--- config.mk ---
export PLATFORM = sky130hd
export DESIGN_NAME = feal_block_cipher
export DESIGN_NICKNAME = d
export VERILOG_FILES = /design/src/hdl/feal_pkg.sv /design/src/hdl/feal_fn.sv /design/src/hdl/feal_skey_ram.sv /design/src/hdl/feal_block_cipher.sv
export SDC_FILE = /design/constraint.sdc
export NUM_CORES = 1
export LEC_CHECK = 0
export BUFFER_PORTS_ARGS = -buffer_cell sky130_fd_sc_hd__buf_4
export CORE_MARGIN = 4
export CORE_UTILIZATION = 30
export DETAILED_ROUTE_END_ITERATION = 8
export HOLD_SLACK_MARGIN = 0.03
export PLACE_DENSITY_LB_ADDON = 0.25
export SYNTH_ARGS = -nofsm -noshare
export SYNTH_HDL_FRONTEND = slang
export SYNTH_SLANG_ARGS = --single-unit
--- constraint.sdc ---
create_clock -name clk -period 8 [get_ports clk]
set_input_delay 2 -clock clk [delete_from_list [all_inputs] [get_ports clk]]
set_output_delay 2 -clock clk [all_outputs]
set_load 0.01 [all_outputs]
--- src/hdl/feal_pkg.sv ---
// ----------------------------------------------------------------------------
// feal_pkg
// shared widths and the byte substitution step of the feal round function
// ----------------------------------------------------------------------------
package feal_pkg;

	localparam int BLK_W  = 64;
	localparam int HALF_W = 32;
	localparam int SK_W   = 16;
	localparam int KEY_W  = 64;

	// s(a, b, d) = rotl2((a + b + d) mod 256)
	function automatic logic [7:0] s_fn(input logic [7:0] a, input logic [7:0] b,
			input logic d);
		logic [7:0] x;
		x = a + b + {7'd0, d};
		return {x[5:0], x[7:6]};
	endfunction

endpackage

--- src/hdl/feal_fn.sv ---
// ----------------------------------------------------------------------------
// feal_fn
// shared f / fk unit, used for the key schedule and for every cipher round
// ----------------------------------------------------------------------------
module feal_fn (
	input  logic [feal_pkg::HALF_W-1:0] a,
	input  logic [feal_pkg::SK_W-1:0]   kk,
	input  logic [feal_pkg::HALF_W-1:0] x,
	output logic [feal_pkg::HALF_W-1:0] y
);

	logic [7:0] a0, a1, a2, a3;
	logic [7:0] x0, x1, x2, x3;
	logic [7:0] f0, f1, f2, f3;
	logic [7:0] g1, g2;

	assign {a0, a1, a2, a3} = a;
	assign {x0, x1, x2, x3} = x;

	assign g1 = a0 ^ a1 ^ kk[15:8];
	assign g2 = a2 ^ a3 ^ kk[7:0];
	assign f1 = feal_pkg::s_fn(g1, g2 ^ x0, 1'b1);
	assign f2 = feal_pkg::s_fn(g2, f1 ^ x1, 1'b0);
	assign f0 = feal_pkg::s_fn(a0, f1 ^ x2, 1'b0);
	assign f3 = feal_pkg::s_fn(a3, f2 ^ x3, 1'b1);

	assign y = {f0, f1, f2, f3};

endmodule

--- src/hdl/feal_skey_ram.sv ---
// ----------------------------------------------------------------------------
// feal_skey_ram
// round subkey memory, two subkeys per row, one write and one registered read
// ----------------------------------------------------------------------------
module feal_skey_ram #(
	parameter int AW = 4
) (
	input  logic                        clk,
	input  logic                        we,
	input  logic [AW-1:0]               waddr,
	input  logic [feal_pkg::HALF_W-1:0] wdata,
	input  logic [AW-1:0]               raddr,
	output logic [feal_pkg::HALF_W-1:0] rdata
);

	logic [feal_pkg::HALF_W-1:0] mem [2**AW];
	logic [feal_pkg::HALF_W-1:0] rdata_q;

	always_ff @(posedge clk) begin
		if (we) begin
			mem[waddr] <= wdata;
		end
		rdata_q <= mem[raddr];
	end

	assign rdata = rdata_q;

endmodule

--- src/hdl/feal_block_cipher.sv ---
// ----------------------------------------------------------------------------
// feal_block_cipher
// feal-n block cipher, ecb, one shared f unit run under a small sequencer
// ----------------------------------------------------------------------------
//  channel  signals                         direction
//  in       in_valid in_stall block_in      word in: block and direction
//           decrypt
//  out      out_valid out_stall block_out   word out: result block
//  cfg      cfg_wr cipher_key               key write, no read-back
//
//  a block runs from acceptance to the next acceptance through the idle state,
//  the whitening state, one round per cycle on the f unit and the output
//  state; the subkey memory read is issued in the cycle before its round.
//  the first block after reset or a key write adds a key schedule pass on
//  the same f unit. reset leaves the schedule not expanded.
//  a stalled output holds the output state until the output register frees.
// ----------------------------------------------------------------------------
module feal_block_cipher #(
	parameter int ROUNDS = 32
) (
	input  logic                       clk,
	input  logic                       arst_n,
	input  logic                       cfg_wr,
	input  logic [feal_pkg::KEY_W-1:0] cipher_key,
	input  logic                       in_valid,
	output logic                       in_stall,
	input  logic [feal_pkg::BLK_W-1:0] block_in,
	input  logic                       decrypt,
	output logic                       out_valid,
	input  logic                       out_stall,
	output logic [feal_pkg::BLK_W-1:0] block_out
);

	localparam int SCHED_ITERS = (ROUNDS + 9) / 2;
	localparam int RROWS       = (ROUNDS + 1) / 2;
	localparam int KW          = $clog2(ROUNDS);
	localparam int RW          = KW - 1;
	localparam int CW          = $clog2(ROUNDS + 9);
	localparam int HW          = feal_pkg::HALF_W;

	typedef enum logic [2:0] {
		ST_IDLE,
		ST_KEYX,
		ST_PRE,
		ST_RND,
		ST_POST
	} state_t;

	state_t                      state_q;
	logic                        ready_q;
	logic                        out_valid_q;
	logic [feal_pkg::KEY_W-1:0]  key_q;
	logic [CW-1:0]               cnt_q;

	logic [feal_pkg::BLK_W-1:0]  blk_q;
	logic                        dec_q;
	logic [HW-1:0]               a_q, b_q, d_q;
	logic [KW-1:0]               k_q;
	logic [feal_pkg::SK_W-1:0]   wk_q [8];
	logic [feal_pkg::BLK_W-1:0]  block_out_q;

	logic [HW-1:0]               fn_a, fn_x, fn_y;
	logic [feal_pkg::SK_W-1:0]   fn_k, sk_cur;
	logic [KW-1:0]               k_next, k_first;
	logic [RW-1:0]               raddr;
	logic [HW-1:0]               rdata;
	logic                        ram_we;
	logic [feal_pkg::BLK_W-1:0]  wk_a, wk_b, pre_key, post_key, pre_t, post_res;
	logic                        out_free;

	assign in_stall  = (state_q != ST_IDLE);
	assign out_valid = out_valid_q;
	assign block_out = block_out_q;
	assign out_free  = !out_valid_q || !out_stall;

	// subkey selection and read address
	assign sk_cur  = k_q[0] ? rdata[15:0] : rdata[31:16];
	assign k_next  = dec_q ? k_q - KW'(1) : k_q + KW'(1);
	assign k_first = dec_q ? KW'(ROUNDS - 1) : '0;
	assign raddr   = (state_q == ST_PRE) ? k_first[KW-1:1] : k_next[KW-1:1];
	assign ram_we  = (state_q == ST_KEYX) && (cnt_q < CW'(RROWS));

	always_comb begin
		fn_a = blk_q[HW-1:0];
		fn_k = sk_cur;
		fn_x = '0;
		if (state_q == ST_KEYX) begin
			fn_a = a_q;
			fn_k = '0;
			fn_x = b_q ^ d_q;
		end
	end

	// whitening
	assign wk_a     = {wk_q[0], wk_q[1], wk_q[2], wk_q[3]};
	assign wk_b     = {wk_q[4], wk_q[5], wk_q[6], wk_q[7]};
	assign pre_key  = dec_q ? wk_b : wk_a;
	assign post_key = dec_q ? wk_a : wk_b;
	assign pre_t    = blk_q ^ pre_key;
	assign post_res = {blk_q[HW-1:0], blk_q[2*HW-1:HW] ^ blk_q[HW-1:0]} ^ post_key;

	feal_fn u_fn (
		.a  (fn_a),
		.kk (fn_k),
		.x  (fn_x),
		.y  (fn_y)
	);

	feal_skey_ram #(
		.AW (RW)
	) u_ram (
		.clk   (clk),
		.we    (ram_we),
		.waddr (cnt_q[RW-1:0]),
		.wdata (fn_y),
		.raddr (raddr),
		.rdata (rdata)
	);

	always_ff @(posedge clk or negedge arst_n) begin
		if (!arst_n) begin
			state_q     <= ST_IDLE;
			ready_q     <= 1'b0;
			out_valid_q <= 1'b0;
			key_q       <= '0;
			cnt_q       <= '0;
		end else begin
			if (cfg_wr) begin
				key_q <= cipher_key;
			end
			if (cfg_wr) begin
				ready_q <= 1'b0;
			end else if (state_q == ST_KEYX && cnt_q == CW'(SCHED_ITERS - 1)) begin
				ready_q <= 1'b1;
			end
			if (state_q == ST_POST && out_free) begin
				out_valid_q <= 1'b1;
			end else if (out_valid_q && !out_stall) begin
				out_valid_q <= 1'b0;
			end
			unique case (state_q)
				ST_IDLE: begin
					cnt_q <= '0;
					if (in_valid) begin
						state_q <= ready_q ? ST_PRE : ST_KEYX;
					end
				end
				ST_KEYX: begin
					cnt_q <= cnt_q + CW'(1);
					if (cnt_q == CW'(SCHED_ITERS - 1)) begin
						state_q <= ST_PRE;
					end
				end
				ST_PRE: begin
					cnt_q   <= '0;
					state_q <= ST_RND;
				end
				ST_RND: begin
					cnt_q <= cnt_q + CW'(1);
					if (cnt_q == CW'(ROUNDS - 1)) begin
						state_q <= ST_POST;
					end
				end
				ST_POST: begin
					if (out_free) begin
						state_q <= ST_IDLE;
					end
				end
				default: begin
					state_q <= ST_IDLE;
				end
			endcase
		end
	end

	always_ff @(posedge clk) begin
		unique case (state_q)
			ST_IDLE: begin
				if (in_valid) begin
					blk_q <= block_in;
					dec_q <= decrypt;
					a_q   <= key_q[2*HW-1:HW];
					b_q   <= key_q[HW-1:0];
					d_q   <= '0;
				end
			end
			ST_KEYX: begin
				d_q <= a_q;
				a_q <= b_q;
				b_q <= fn_y;
				// whitening subkeys live in flops
				for (int s = 0; s < 8; s++) begin
					if ({cnt_q, 1'b0} == (CW + 1)'(ROUNDS + s)) begin
						wk_q[s] <= fn_y[31:16];
					end
					if ({cnt_q, 1'b1} == (CW + 1)'(ROUNDS + s)) begin
						wk_q[s] <= fn_y[15:0];
					end
				end
			end
			ST_PRE: begin
				blk_q <= {pre_t[2*HW-1:HW], pre_t[HW-1:0] ^ pre_t[2*HW-1:HW]};
				k_q   <= k_first;
			end
			ST_RND: begin
				blk_q <= {blk_q[HW-1:0], fn_y ^ blk_q[2*HW-1:HW]};
				k_q   <= k_next;
			end
			ST_POST: begin
				if (out_free) begin
					block_out_q <= post_res;
				end
			end
			default: begin
				blk_q <= blk_q;
			end
		endcase
	end

endmodule

==> impl_metrics.toml <==
[clocking]
cts_setup_buffers = 0
clock-sinks = 977
clk_path_buf_depth = 3
clock_latency_ps = 700
cts_root_buffer = "clkbuf_16"
cts_tree = "yes"
cts_max_level = 3
cts_buffers = 102
clk_pin_slew_ps = 60

[floorplanning]
start_util_pct = 30.2
std_cell_rows = 137
die_width_um = 383
die-area_um2 = 146000
die_h_um = 383
io_pins = 200
core_area_um2 = 140000

[yosys]
synth-main-ff-cell = "edfxtp_1"
ys_warn_count = 0
yosysMostFrequentCell = "edfxtp_1"
ys_seq_area_share_pct = 68.0
synth_top_area_share_pct = 62.0
synth_seq_cells = 977
synth-edff-count = 870
synth_cell_type_count = 58
synth_top_cell_by_area = "edfxtp_1"
synthArstFlopShare_pct = 7.68
syn_inst = 3118
synth_common_cells = "edfxtp_1, nand2_1, xnor2_1"
netlist_area_um2 = 42100
synth_nets = 3292
synthTopCellsByArea = "edfxtp_1, nand2_1, dfrtp_1"
synth_area_per_cell_um2 = 13.5

[cells_and_area]
regArea_um2 = 28600
final_area_um2 = 49700
multi_input_area_um2 = 12900
area_delta_synth_final_pct = 17.9
n_fill_cell = 13600
drive_above_1_share_pct = 17.1
instances_no_fill = 5289
fin_nets = 3497

[setup_path]
cp_max_fo = 20
arrival_ps = 7940
critical_path_cell_count = 33
start_kind = "register"
cp_common_cell = "o21a_1"
crit_required_ps = 8410
critPathKind = "register to register"
slowest_delay_ps = 490
worst_path_max_delay_cell = "fa_1"
r2r_end = "u_ram.mem[12][0]"
worst-path-buf-inv = 3
r2r_start = "state_q[2]"
endpoint_kind = "register"
r2r_cells = 33
r2r_slack_ps = 470
critPathTopFamily = "compound AO/OA/AOI/OAI gates"

[grt]
grt_pass1_vias = 25800
overflow = 0
grt_pass1_wl_um = 186000
grt_max_degree = 84
antenna_found_initial = 5
track_usage_pct = 17.4
top_usage_layer = "met2"
gr-usage-met1_pct = 25.7
met3_usage_pct = 3.46
met2_usage_pct = 26.5

[placement]
placed_cells = 5095
hpwl_um = 83100
portBuffers = 199
gp_congestion = 0.865
place_area_um2 = 46200

[timing]
fin_crit_ps = 7530
worst_slew_pin_slew_ps = 1110
slew_headroom_pct = 25.7
fin_skew_ps = 31.2
max_freq_mhz = 133
drv_slew = 0
rsz0062_at_grt = "false"
period_share_pct = 94.1
setup_viol = 0
final_hold_viol_count = 0

[route]
drc_errors = 0
ant_nets = 0
num_vias = 26200
wl_per_cell_um = 24.8
wirelength_um = 131000
drt-initial-drc-count = 2593
vias_per_cell = 4.96
dr.pass1.iters = 5

[worst_hold_path]
min_delay_path_depth = 1
hold_path_end = "key_q[28]"
holdCritStartpoint = "key_q[28]"
min_path_type = "register to register"

[outcome]
status = "complete, no violations"

[job]
drv_cap = 0
## worst max-delay path by stage
stage / startpoint / to / slack, ps
6_report: state_q[2] / u_ram.mem[12][0] / 470
2_1_floorplan: state_q[0] / u_ram.mem[0][1] / -30
3_3_place_gp: state_q[2] / b_q[0] / 430
4_1_cts: state_q[2] / b_q[0] / 300
5_1_grt: state_q[2] / b_q[0] / 10
3_5_place_dp: state_q[2] / b_q[0] / 320
## cell usage in the layout, fill, tap and decap left out, drive strengths merged, types with 35 or more instances in the layout
cell and n:
nor2 85, o22ai 129, xnor2 210, a311oi 65
ha 35, a21oi 122, mux2i 150, and2 38
clkbuf 134, mux2 71, clkinv 38, edfxtp 870
xor2 129, inv 41, a31oi 83, buf 295
dfrtp 75, nand2 550, o21ai 80
## cell type report
class,instances,share of cell area (%)
flip-flops and latches,977,57.7
clock buffers,134,5.66
repair buffers,295,4.49
clock inverters,59,1.19
diodes,1,0.00504
inverters,32,0.242
multi-input cells,1915,26.0
well taps,1876,4.73
## registers in the layout (all words and copies together) (netlist names)
| register | flops |
|---|---|
| key_q | 64 |
| blk_q | 64 |
| b_q | 32 |
| dec_q | 1 |
| d_q | 32 |
| cnt_q | 6 |
| u_ram.rdata | 32 |
| u_ram.mem | 512 |
| block_out | 64 |
| wk_q | 128 |
| state_q | 3 |
| k_q | 5 |
| out_valid | 1 |
| a_q | 32 |
| ready_q | 1 |
## stage by stage
step	TNS, ps	utilization (%)	hold WS (ps)	setup WS, ps
6_report	0	35.6	508	470
5_1_grt	0	35.6	520	11.6
4_1_cts	0	35.6	511	298
3_5_place_dp	0	33.1	497	320
3_3_place_gp	0	33.1	493	433
2_1_floorplan	-627	-	477	-30.2
## metal layers
metal | up-vias | share of wire (%)
li1 | 11900 | -
met1 | 13400 | 47
met2 | 837 | 45
met3 | 140 | 6.7
met4 | 4 | 1.9
met5 | - | 0.012
## timing repair
item                       in CTS  in global routing
hold buffers                    0                  0
setup endpoints to repair       0                 46
gates resized for setup         0                  6
## kinds of logic after synthesis
kind of cell	after synthesis	synth area share, %
DFF	977	68.0
and+or+nand+nor	747	7.29
AOI/OAI and AO/OA	564	8.48
xor gates and xnor gates	343	7.28
buffers and inverters	226	2.22
muxes	221	5.46
adders and majority gates	40	1.28
## worst register-to-register path, delay by kind of cell, from the launching register on
family / cells / cell delay, ps
AOI/OAI and AO/OA: 12 / 2170
adders and majority gates: 6 / 1910
and+or+nand+nor: 9 / 1680
buffers and inverters: 3 / 510
xor gates and xnor gates: 3 / 480
DFF: 1 / 450
Power is left out: the tool's default activity adds up to more than one toggle a clock period on the data nets, which glitch-free logic cannot reach.
